<file path="config.mk">
export PLATFORM = sky130hd
export DESIGN_NAME = position_frame_parser_top
export DESIGN_NICKNAME = d
export VERILOG_FILES = /design/src/rtl/pfp_pkg.sv /design/src/rtl/position_frame_parser_top.sv
export SDC_FILE = /design/constraint.sdc
export NUM_CORES = 2
export LEC_CHECK = 0
export BUFFER_PORTS_ARGS = -buffer_cell sky130_fd_sc_hd__buf_2
export CAP_MARGIN = 10
export CORE_MARGIN = 3
export CORE_UTILIZATION = 40
export DETAILED_ROUTE_END_ITERATION = 16
export PLACE_DENSITY = 0.67
export SLEW_MARGIN = 40
export SYNTH_ARGS = -nofsm -noshare
export SYNTH_HDL_FRONTEND = slang
export SYNTH_SLANG_ARGS = --single-unit
</file>
<file path="constraint.sdc">
create_clock -name clock -period 14.2 [get_ports clock]
set_input_delay 2.84 -clock clock [delete_from_list [all_inputs] [get_ports clock]]
set_output_delay 2.84 -clock clock [all_outputs]
set_load 0.02 [all_outputs]
</file>
<file path="src/rtl/pfp_pkg.sv">
// Package for the position frame parser: register indexes, reset values,
// payload layout and the saturating Q16.16 helpers. No dependencies.
`timescale 1ns / 1ps
`default_nettype none

package pfp_pkg;

   localparam int PAYLOAD_BYTES_DEF = 24;

   localparam int CSR_ADDR_W = 2;
   localparam int CSR_DATA_W = 8;

   localparam logic [CSR_ADDR_W-1:0] CSR_HEADER_FIRST  = 2'd0;
   localparam logic [CSR_ADDR_W-1:0] CSR_HEADER_SECOND = 2'd1;
   localparam logic [CSR_ADDR_W-1:0] CSR_TAIL_FIRST    = 2'd2;
   localparam logic [CSR_ADDR_W-1:0] CSR_TAIL_SECOND   = 2'd3;

   localparam logic [7:0] HEADER_FIRST_RST  = 8'd13;
   localparam logic [7:0] HEADER_SECOND_RST = 8'd10;
   localparam logic [7:0] TAIL_FIRST_RST    = 8'd10;
   localparam logic [7:0] TAIL_SECOND_RST   = 8'd13;

   // byte offsets of the little-endian singles in the payload
   localparam int YAW_OFS = 0;
   localparam int X_OFS   = 12;
   localparam int Y_OFS   = 16;

   // 0.01745 in Q16.16, rounded
   localparam logic signed [11:0] YAW_RAD_K = 12'sd1144;
   localparam int PROD_W = 44;

   typedef logic signed [31:0] q16_type;

   localparam q16_type Q16_MAX = 32'sh7FFF_FFFF;
   localparam q16_type Q16_MIN = 32'sh8000_0000;

   function automatic q16_type sat_add(input q16_type a, input q16_type b);
      logic signed [32:0] s;
      s = {a[31], a} + {b[31], b};
      if (s[32] != s[31]) begin
         return s[32] ? Q16_MIN : Q16_MAX;
      end
      return s[31:0];
   endfunction

   function automatic q16_type sat_sub(input q16_type a, input q16_type b);
      logic signed [32:0] s;
      s = {a[31], a} - {b[31], b};
      if (s[32] != s[31]) begin
         return s[32] ? Q16_MIN : Q16_MAX;
      end
      return s[31:0];
   endfunction

   function automatic q16_type sat_neg(input q16_type a);
      return (a == Q16_MIN) ? Q16_MAX : -a;
   endfunction

   // IEEE single to Q16.16, round half away from zero, saturating, NaN -> 0
   function automatic q16_type f32_to_q16(input logic [31:0] bits);
      logic        neg;
      logic [7:0]  ex;
      logic [22:0] man;
      logic [23:0] sig;
      logic [2:0]  up;
      logic [4:0]  n_m1;
      logic [24:0] rnd;
      logic [31:0] mag;
      q16_type     res;
      neg  = bits[31];
      ex   = bits[30:23];
      man  = bits[22:0];
      sig  = {1'b1, man};
      up   = '0;
      n_m1 = '0;
      rnd  = '0;
      mag  = '0;
      if (ex == 8'hFF) begin
         res = (man != '0) ? '0 : (neg ? Q16_MIN : Q16_MAX);
      end else if (ex == 8'h00) begin
         res = '0;
      end else if (ex >= 8'd142) begin
         res = neg ? Q16_MIN : Q16_MAX;
      end else if (ex >= 8'd134) begin
         up  = 3'(ex - 8'd134);
         mag = {8'b0, sig} << up;
         res = neg ? q16_type'(-mag) : q16_type'(mag);
      end else if (ex < 8'd110) begin
         res = '0;
      end else begin
         n_m1 = 5'(8'd133 - ex);
         rnd  = {1'b0, sig} + (25'd1 << n_m1);
         mag  = 32'(rnd >> (n_m1 + 5'd1));
         res  = neg ? q16_type'(-mag) : q16_type'(mag);
      end
      return res;
   endfunction

endpackage

`default_nettype wire

</file>
<file path="src/rtl/position_frame_parser_top.sv">
// Position frame parser top level: frame state machine, payload store,
// float conversion and the running-sum result pipeline. Uses pfp_pkg.
//
// Usage:
//   req_* carries one item per handshake: a received serial byte in
//   req_tdata, or with req_tuser[0] set a restart that zeroes the sums.
//   A frame is header_first, header_second, PAYLOAD_BYTES payload bytes,
//   tail_first, tail_second. A frame whose tails match yields one item on
//   rsp_*: after the second tail byte is taken, the result passes stages
//   s1 to s4 and then raises rsp_tvalid. Other items produce nothing.
//   Throughput is one item per cycle. The single exception: while a result
//   is still in the four-stage result pipeline or waiting on rsp_*, an item
//   that would be a second tail byte is held off (req_tready low in that
//   phase only), so a stalled receiver never loses a result.
//   csr_* writes the four match bytes; write only while idle.
//   Reset (synchronous) returns the parser to header hunt, clears the
//   previous-frame values and sums and restores the default match bytes.
//   The payload store is not cleared: every byte is rewritten before use.
`timescale 1ns / 1ps
`default_nettype none

module position_frame_parser_top #(
   parameter int PAYLOAD_BYTES = pfp_pkg::PAYLOAD_BYTES_DEF
) (
   input  wire logic                            clock,
   input  wire logic                            reset,
   input  wire logic                            req_tvalid,
   output      logic                            req_tready,
   input  wire logic [7:0]                      req_tdata,  // rx_byte
   input  wire logic [0:0]                      req_tuser,  // operation
   output      logic                            rsp_tvalid,
   input  wire logic                            rsp_tready,
   // yaw_deg, yaw_radians, sum_x_out, sum_y_out, step_x, step_y, step_yaw
   output      logic [223:0]                    rsp_tdata,
   input  wire logic                            csr_we,
   input  wire logic [pfp_pkg::CSR_ADDR_W-1:0]  csr_addr,
   input  wire logic [pfp_pkg::CSR_DATA_W-1:0]  csr_wdata
);

   localparam int IDX_W = $clog2(PAYLOAD_BYTES);
   localparam logic [IDX_W-1:0] LAST_IDX = IDX_W'(PAYLOAD_BYTES - 1);

   localparam logic [2:0] PH_HEAD0 = 3'd0;
   localparam logic [2:0] PH_HEAD1 = 3'd1;
   localparam logic [2:0] PH_DATA  = 3'd2;
   localparam logic [2:0] PH_TAIL0 = 3'd3;
   localparam logic [2:0] PH_TAIL1 = 3'd4;

   logic [7:0] header_first_ff, header_second_ff, tail_first_ff, tail_second_ff;

   logic [2:0]       phase_ff, phase_in;
   logic [IDX_W-1:0] cnt_ff, cnt_in;
   logic [7:0]       payload_ff [PAYLOAD_BYTES];

   pfp_pkg::q16_type now_x_ff, now_y_ff, now_yaw_ff;
   pfp_pkg::q16_type now_x_in, now_y_in, now_yaw_in;
   pfp_pkg::q16_type last_x_ff, last_y_ff, last_yaw_ff;
   pfp_pkg::q16_type last_x_in, last_y_in, last_yaw_in;
   pfp_pkg::q16_type dx_ff, dy_ff, dyaw_ff, dx_in, dy_in, dyaw_in;
   pfp_pkg::q16_type acc_x_ff, acc_y_ff, acc_yaw_ff, acc_x_in, acc_y_in, acc_yaw_in;
   pfp_pkg::q16_type sum_x_ff, sum_y_ff, sum_yaw_ff, sum_x_in, sum_y_in, sum_yaw_in;
   pfp_pkg::q16_type angle_ff, angle_in, rad_ff, rad_in;
   logic signed [pfp_pkg::PROD_W-1:0] prod_ff, prod_in, rsum;
   pfp_pkg::q16_type acc_x_new, acc_y_new, acc_yaw_new;

   logic s1_ff, s2_ff, s3_ff, s4_ff, rsp_tvalid_ff, rsp_tvalid_in;

   logic accept, restart, rx, busy, frame_done, pay_we;

   assign busy       = s1_ff | s2_ff | s3_ff | s4_ff | rsp_tvalid_ff;
   assign req_tready = !((phase_ff == PH_TAIL1) && busy);
   assign accept     = req_tvalid && req_tready;
   assign restart    = accept && req_tuser[0];
   assign rx         = accept && !req_tuser[0];
   assign frame_done = rx && (phase_ff == PH_TAIL1) && (req_tdata == tail_second_ff);
   assign pay_we     = rx && (phase_ff == PH_DATA);

   assign acc_x_new   = pfp_pkg::sat_add(acc_x_ff, dx_ff);
   assign acc_y_new   = pfp_pkg::sat_add(acc_y_ff, dy_ff);
   assign acc_yaw_new = pfp_pkg::sat_add(acc_yaw_ff, dyaw_ff);

   assign rsum = prod_ff + (prod_ff[pfp_pkg::PROD_W-1] ? pfp_pkg::PROD_W'(32767)
                                                      : pfp_pkg::PROD_W'(32768));

   always_comb begin
      phase_in    = phase_ff;
      cnt_in      = cnt_ff;
      now_x_in    = now_x_ff;
      now_y_in    = now_y_ff;
      now_yaw_in  = now_yaw_ff;
      last_x_in   = last_x_ff;
      last_y_in   = last_y_ff;
      last_yaw_in = last_yaw_ff;
      dx_in       = dx_ff;
      dy_in       = dy_ff;
      dyaw_in     = dyaw_ff;
      if (rx) begin
         case (phase_ff)
            PH_HEAD0: begin
               if (req_tdata == header_first_ff) phase_in = PH_HEAD1;
            end
            PH_HEAD1: begin
               if (req_tdata == header_second_ff) begin
                  phase_in = PH_DATA;
                  cnt_in   = '0;
               end else begin
                  phase_in = PH_HEAD0;
               end
            end
            PH_DATA: begin
               cnt_in = cnt_ff + 1'b1;
               if (cnt_ff == LAST_IDX) phase_in = PH_TAIL0;
            end
            PH_TAIL0: begin
               now_yaw_in = pfp_pkg::f32_to_q16({payload_ff[pfp_pkg::YAW_OFS+3],
                  payload_ff[pfp_pkg::YAW_OFS+2], payload_ff[pfp_pkg::YAW_OFS+1],
                  payload_ff[pfp_pkg::YAW_OFS]});
               now_x_in = pfp_pkg::f32_to_q16({payload_ff[pfp_pkg::X_OFS+3],
                  payload_ff[pfp_pkg::X_OFS+2], payload_ff[pfp_pkg::X_OFS+1],
                  payload_ff[pfp_pkg::X_OFS]});
               now_y_in = pfp_pkg::f32_to_q16({payload_ff[pfp_pkg::Y_OFS+3],
                  payload_ff[pfp_pkg::Y_OFS+2], payload_ff[pfp_pkg::Y_OFS+1],
                  payload_ff[pfp_pkg::Y_OFS]});
               phase_in = (req_tdata == tail_first_ff) ? PH_TAIL1 : PH_HEAD0;
            end
            PH_TAIL1: begin
               phase_in = PH_HEAD0;
               if (req_tdata == tail_second_ff) begin
                  dx_in       = pfp_pkg::sat_sub(now_x_ff, last_x_ff);
                  dy_in       = pfp_pkg::sat_sub(now_y_ff, last_y_ff);
                  dyaw_in     = pfp_pkg::sat_sub(now_yaw_ff, last_yaw_ff);
                  last_x_in   = now_x_ff;
                  last_y_in   = now_y_ff;
                  last_yaw_in = now_yaw_ff;
               end
            end
            default: phase_in = PH_HEAD0;
         endcase
      end
   end

   // result path: sums, negate, multiply, round
   always_comb begin
      acc_x_in   = acc_x_ff;
      acc_y_in   = acc_y_ff;
      acc_yaw_in = acc_yaw_ff;
      sum_x_in   = sum_x_ff;
      sum_y_in   = sum_y_ff;
      sum_yaw_in = sum_yaw_ff;
      angle_in   = angle_ff;
      prod_in    = prod_ff;
      rad_in     = rad_ff;
      if (s1_ff) begin
         acc_x_in   = acc_x_new;
         acc_y_in   = acc_y_new;
         acc_yaw_in = acc_yaw_new;
         sum_x_in   = acc_x_new;
         sum_y_in   = acc_y_new;
         sum_yaw_in = acc_yaw_new;
      end
      // a restart taken in the add cycle comes after that frame
      if (restart) begin
         acc_x_in   = '0;
         acc_y_in   = '0;
         acc_yaw_in = '0;
      end
      if (s2_ff) angle_in = pfp_pkg::sat_neg(sum_yaw_ff);
      if (s3_ff) prod_in = pfp_pkg::PROD_W'(angle_ff) * pfp_pkg::PROD_W'(pfp_pkg::YAW_RAD_K);
      if (s4_ff) rad_in = pfp_pkg::q16_type'(rsum >>> 16);
      if (s4_ff) begin
         rsp_tvalid_in = 1'b1;
      end else if (rsp_tready) begin
         rsp_tvalid_in = 1'b0;
      end else begin
         rsp_tvalid_in = rsp_tvalid_ff;
      end
   end

   always_ff @(posedge clock) begin
      if (reset) begin
         header_first_ff  <= pfp_pkg::HEADER_FIRST_RST;
         header_second_ff <= pfp_pkg::HEADER_SECOND_RST;
         tail_first_ff    <= pfp_pkg::TAIL_FIRST_RST;
         tail_second_ff   <= pfp_pkg::TAIL_SECOND_RST;
         phase_ff         <= PH_HEAD0;
         cnt_ff           <= '0;
         last_x_ff        <= '0;
         last_y_ff        <= '0;
         last_yaw_ff      <= '0;
         acc_x_ff         <= '0;
         acc_y_ff         <= '0;
         acc_yaw_ff       <= '0;
         s1_ff            <= 1'b0;
         s2_ff            <= 1'b0;
         s3_ff            <= 1'b0;
         s4_ff            <= 1'b0;
         rsp_tvalid_ff    <= 1'b0;
      end else begin
         if (csr_we) begin
            case (csr_addr)
               pfp_pkg::CSR_HEADER_FIRST:  header_first_ff  <= csr_wdata;
               pfp_pkg::CSR_HEADER_SECOND: header_second_ff <= csr_wdata;
               pfp_pkg::CSR_TAIL_FIRST:    tail_first_ff    <= csr_wdata;
               pfp_pkg::CSR_TAIL_SECOND:   tail_second_ff   <= csr_wdata;
               default: ;
            endcase
         end
         phase_ff      <= phase_in;
         cnt_ff        <= cnt_in;
         last_x_ff     <= last_x_in;
         last_y_ff     <= last_y_in;
         last_yaw_ff   <= last_yaw_in;
         acc_x_ff      <= acc_x_in;
         acc_y_ff      <= acc_y_in;
         acc_yaw_ff    <= acc_yaw_in;
         s1_ff         <= frame_done;
         s2_ff         <= s1_ff;
         s3_ff         <= s2_ff;
         s4_ff         <= s3_ff;
         rsp_tvalid_ff <= rsp_tvalid_in;
      end
   end

   always_ff @(posedge clock) begin
      if (pay_we) payload_ff[cnt_ff] <= req_tdata;
      now_x_ff   <= now_x_in;
      now_y_ff   <= now_y_in;
      now_yaw_ff <= now_yaw_in;
      dx_ff      <= dx_in;
      dy_ff      <= dy_in;
      dyaw_ff    <= dyaw_in;
      sum_x_ff   <= sum_x_in;
      sum_y_ff   <= sum_y_in;
      sum_yaw_ff <= sum_yaw_in;
      angle_ff   <= angle_in;
      prod_ff    <= prod_in;
      rad_ff     <= rad_in;
   end

   assign rsp_tvalid = rsp_tvalid_ff;
   assign rsp_tdata  = {dyaw_ff, dy_ff, dx_ff, sum_y_ff, sum_x_ff, rad_ff, angle_ff};

   // at most one result in flight
   a_one_result: assert property (@(posedge clock) disable iff (reset)
      $onehot0({s1_ff, s2_ff, s3_ff, s4_ff, rsp_tvalid_ff}))
      else $error("more than one result in flight");

   a_restart_clears: assert property (@(posedge clock) disable iff (reset)
      restart |=> (acc_x_ff == '0) && (acc_y_ff == '0) && (acc_yaw_ff == '0))
      else $error("restart did not clear sums");

   a_s1_from_tail: assert property (@(posedge clock) disable iff (reset)
      s1_ff |-> $past(frame_done))
      else $error("sum stage started without a completed frame");

   a_stall_only_tail: assert property (@(posedge clock) disable iff (reset)
      !req_tready |-> (phase_ff == PH_TAIL1) && busy)
      else $error("input stalled outside the second tail byte");

endmodule

`default_nettype wire
</file>
# Word level (Yosys, flattened, before mapping)
# Memory sizes are Yosys's and may differ from the RTL's.
# Cells that the tools add are included.
# op_classes
div_mod_pow,0
bitwise,4
n_eq_ne,25
shifts,9
multipliers,1
n_lt_le_gt_ge,9
addsub,27
n_mux,72
n_reduce_logical,28
# ops
cell,n
2-to-1 mux 32 bit,45
negation 32 bit,7
adder 32 x 32 -> 33 bit,3
subtractor 32 x 32 -> 33 bit,3
left shift 24 x 3 -> 32 bit,3
>> shifter 25 x 5 -> 32 bit,3
adder 24 x 25 -> 25 bit,3
left shift 1 x 5 -> 25 bit (first input constant),3
nonzero test 23 bit,3
greater-or-equal comparator 8 bit (second input constant),6
adder 44 x 17 -> 44 bit,1
multiplier 32 x 9 -> 41 bit (second input constant),1
equality test 32 bit (second input constant),1
equality test 8 bit,4
equality test 8 bit (second input constant),3
zero test 8 bit,3
less-than comparator 8 x 7 -> 1 bit (second input constant),3
adder 5 x 1 -> 5 bit (second input constant),4
2-to-1 mux 1 bit,19
2-to-1 mux 16 bit,1
subtractor 3 x 5 -> 5 bit (first input constant),3
one-hot mux 3 bit (4 select lines),1
one-hot mux 5 bit (2 select lines),1
AND reduction 2 bit,5
other kinds (21),46
# totals
ff_bits,626
mem_bits_ro,0
ram_bits,192
word_cells,205
latch_bits,0
n_memories,1
# memory_table
name,words,width,rd,rd_ports_with_merged_regs,write_ports,line_no,source
payload_ff,24,8,12,0,1,position_frame_parser_top.sv:53,logic [7:0] payload_ff [PAYLOAD_BYTES];

# Depth between registers and ports, before layout
# An unclocked memory read counts as a cell.
# logic_depth
depth_word,12
ltp_mapped,29

# Worst setup path before layout
# Ideal clock, no wire load.
# synth_timing
path_type,input to register
startpoint,in req_tdata[1]
endpoint,reg dx_ff[0] (enable)
setup_time_ns,0.668
arrival_ns,10.531
path_slack_ns,3.001
n_path_buf,1
path_stages,5
required_ns,13.532
path_cell_list,clkbuf_1 > xnor2_1 > nand2_1 > or4b_2 > nor3_1
# synth_between
elab_chain_len,2
# synth_rtl
element,line_no,source
start: declaration,position_frame_parser_top.sv:29,"input wire logic [7:0] req_tdata,"
equality test 8 bit,position_frame_parser_top.sv:128,if (req_tdata == tail_second_ff) begin
AND reduction 3 bit (no line),--,
end signal: assignment,position_frame_parser_top.sv:229,dx_ff <= dx_in;
end: declaration,position_frame_parser_top.sv:59,"pfp_pkg::q16_type dx_ff, dy_ff, dyaw_ff, dx_in, dy_in, dyaw_in;"
# Every way passes these cells.
# A chain may end at the register's enable or synchronous reset.

==> flow_results.org <==
** Yosys
- Mapped cell area :: 58900 um^2
- Of the total synthesized cell area, the portion taken by XOR and XNOR cells is between 6 and 7%.
- Mux contribution to synthesized area :: 4.55%
- For this run, asynchronously set or reset flops after synthesis account for 0%.
- In this run, synthesis inferred 485 flip-flops with an integrated enable.
- The synthesized netlist devotes 20.7% of its cell area to compound gates.
- By area, the combinational part of the netlist is dominated by compound AO/OA/AOI/OAI gates.
- Portion of the post-synthesis area used by sequential elements :: 32.8%
- In the synthesized netlist the dominant register cell turns out to be edfxtp_1.
- Ranked by total cell area, the synthesized netlist is headed by edfxtp_1 25%, ha_1 8.9%, dfxtp_1 8.1%.
- The synthesized netlist devotes 13.7% of its cell area to adder and majority cells.
- Post-synthesis share of cell area spent on and, or, nand and nor gates :: 17.4%
- Syn avg cell area :: roughly 8.8 um^2
- The cell count after synthesis came out at 6719.
- The biggest area contributor in the post-synthesis netlist is edfxtp_1.
- Number of synthesis warnings :: 0
- After synthesis, the netlist uses 96 different library cells.
- The share of synthesized area in the top cell type comes to 24.7%.
- Counting flops and latches in the post-synthesis netlist gives 722.
- When the netlist entered floorplanning its net count stood at 7262.

** Cells and area
- Synthesis-to-finish area growth :: 10.1%
- In the final layout, the registers with the most flip-flops are payload_ff: 96 flops, prod_ff: 41 flops.
- The filler cells instantiated in the layout total 14021.
- After routing the design area is 64900 um^2.
- The library cell used most frequently in the layout, excluding fill and tap cells, is nand2_1.
- In the layout the commonest cells are 838 x nand2_1, 568 x a21oi_1, 526 x nor2_1.
- Largest Register :: payload_ff
- Flip-flop count of the largest register, all copies and words added :: 96
- For this run, the post-layout net count is 7350.
- Layout cell share with drive strength beyond 1 :: 9.59%

** Clocking
- Clock tree from TritonCTS :: yes
- Sink Count :: between 700 and 800
- Number of hold buffers added after cts :: 0
- Buffer levels on the longest clock path :: 3
- Number of resized instances in the post-cts repair step :: 0
- Once the clock tree was built, the setup fixing pass inserted 0 buffers.
- The tree is rooted in a clkbuf_16.
- CTS built an H-tree with a depth of 3.
- Clock-pin slew was measured on the worst setup and hold paths at 0.06 ns.
- Skew-Pair Late Insertion Delay :: between 0.7 and 0.8 ns
- In this run, CTS created clock tree buffers numbering 80.

** Place
- Worst setup slack before clock tree synthesis :: 5.98 ns
- RePlAce Congestion :: 0.957
- # port buffers :: 249
- HPWL after DPL :: 132 mm
- Placed cell areas :: 62100 um^2

** Floorplanning
- The initial utilization of the core area, before any placement, comes to 40.4%.
- In this run the count of I/O pins placed on the die edge is 250.
- From left edge to right edge, the die measures 390 um.
- The floorplan step defined a die boundary enclosing 152000 um^2.
- The die is between 300 and 400 um tall.
- The initialized floorplan defines 140 standard-cell rows.
- Area inside the core boundary :: ~150000 um^2

** Global routing
- The initial antenna violation count is 8.
- Global-route wire length before repair :: 271 mm
- Maximum number of pins on one net before global-route repair :: 85
- Global routing used 21.9% of the available tracks across all layers.
- Remaining Overflow, GRT :: 0
- The number of global-route vias before repair came to 47973.

** Route
- Final antenna-violating net count :: 0
- Count of TritonRoute iterations in the first routing pass :: 7
- DR DRC count :: 0
- In the routed layout, each cell is associated on average with a via count of ~5.8.
- Count of vias placed by the detailed router :: 51233
- Summed over all layers, the routed wires come to 172 mm.
- Wire per inst :: 19.6 um
- 1st-iter DRT viols :: about 4500

** Worst setup path
- Category of the worst setup path capture point :: flop
- Critical path start-end classification :: flop to flop
- Startpoint class of the critical path :: flop
- Along the worst path, the maximum fanout reaches 44.
- STA puts the critical path data arrival time at 8.81 ns.
- Required arrival time at the worst endpoint :: 14.60 ns

** Power
- Fraction of power consumed by combinational cells :: 1.2%
- LEAKAGE :: 25.3 nW
- Sequential Power Share :: 50.4%
- Power per standard cell area :: 68.0 nW/um^2
- The internal power of the cells totals 3.47 mW.
- Net Sw Frac :: 21.4%
- Net load switching power :: 0.944 mW
- VDD sags by at most 84.3 uV.
- Share of total power in the clock network :: 48.4%

** Timing
- Actual transition at the worst max-transition pin :: between 0.8 and 0.9 ns
- Counting I/O delays and the setup requirement, the final critical path takes 8.41 ns.
- Final critical-path share of the clock period :: 59.2%
- The count of final max-slew check failures is 0.
- Derived from the worst setup path, the maximum achievable clock frequency is 119 MHz.
- Headroom to the max-slew limit came out at between 40 and 50%.
- Setup repair after global routing missed its margin :: false
- Worst Slack Setup Final :: about 5.8 ns
- Setup TNS Final :: 0 ns
- Between clock sinks in the finished design, the worst skew comes to between 0.05 and 0.06 ns.
- Hold Fails Final Rpt :: 0
- Setup violations remaining at the end of the flow were counted as 0.

** Job
- Across the run, the number of max-cap violations was 0.

** Worst hold path
- The worst hold path belongs to the class flop to flop.

** Status
- Status :: complete, no violations
==> power by group through the flow <==
| stage | clock network, mW | registers (mW) | logic, mW |
|---|---|---|---|
| final | 2.13 | 2.23 | 0.0524 |
| after global routing | 2.27 | 2.22 | 0.0573 |
| after CTS | 2.19 | 2.23 | 0.0530 |
| after detailed placement | 0 | 2.27 | 0.0529 |
| after global placement | 0 | 2.27 | 0.0525 |
| after floorplan | 0 | 2.27 | 0.0276 |
==> per-stage QoR <==
stage	hold WS [ns]	utilization (%)	std cells	total power, mW
2_1_floorplan	0.429	-	6719	2.30
3_3_place_gp	0.437	42.5	8637	2.32
3_5_place_dp	0.444	42.5	8641	2.32
4_1_cts	0.451	44.4	8790	4.47
5_1_grt	0.467	44.4	8794	4.56
6_report	0.447	44.4	8795	4.41
==> path summary, 6_finish.rpt <==
check | startpoint | end | slack [ns] | depth (start not counted)
worst max register to register | payload_ff[19][0]$_DFFE_PP_ | now_y_ff[26]$_DFFE_PP_ | 5.79 | 21
worst min register to register | last_yaw_ff[12]$_SDFFE_PP0P_ | last_yaw_ff[12]$_SDFFE_PP0P_ | 0.45 | 2
worst max-delay path | payload_ff[19][0]$_DFFE_PP_ | now_y_ff[26]$_DFFE_PP_ | 5.79 | 21
worst min-delay path | last_yaw_ff[12]$_SDFFE_PP0P_ | last_yaw_ff[12]$_SDFFE_PP0P_ | 0.45 | 2
==> layout make-up <==
cell class | instances | area, um^2 | area share, %
antenna | 4 | 10.0 | 0.0154
clock buffer | 106 | 2180 | 3.36
clock inverter | 43 | 563 | 0.868
inverter | 317 | 1190 | 1.83
multi-input combinational | 5351 | 37300 | 57.5
sequential | 722 | 19300 | 29.8
tap | 1917 | 2400 | 3.70
timing repair buffer | 335 | 1910 | 2.94
==> cell families (layout without fill, tap and decap cells) <==
family / count (synthesis) / in the layout
compound gates: 1885 / 1885
flops: 722 / 722
fa+ha+maj: 601 / 601
mux: 196 / 196
simple gates: 2221 / 2221
other cells: 0 / 4
xor+xnor: 448 / 448
buf+inv: 646 / 801
==> cell usage after synthesis, types with 81 or more instances <==
cell        n
xor2_1    156
ha_1      417
a21o_1    146
clkbuf_1  284
inv_1     311
mux2i_1   117
maj3_1     82
o21ai_0   391
nor3_1    135
nor2_1    532
fa_1      102
edfxtp_1  485
nand3_1   163
xnor2_1   292
nor2b_1    81
nand2_1   839
dfxtp_1   237
a21oi_1   570
==> routing by layer <==
metal / global-route usage [%] / share of wire, %
met2: 36.1 / 46
met4: 8.18 / 3.7
met1: 29.5 / 44
met5: 0 / 0
met3: 2.55 / 6.1
==> critical path: stages (launching register included) <==
cell and delay (ns):
edfxtp_1 0.32, buf_4 0.45, inv_1 0.21, ha_1 0.35, inv_1 0.58, nand2_1 0.30, nor2_1 0.18, ha_1 0.33
a21o_1 0.24, a21oi_1 0.47, nand4_1 0.34, and3_1 0.30, o21ai_0 0.69, mux2i_1 0.35, a32oi_1 0.72, o22ai_1 0.32
nor3_1 0.33, nand2_1 0.14, or4_1 0.65, or3_1 0.45, a21oi_1 0.25, a21oi_1 0.11
Power figures use the tool's default switching activity.
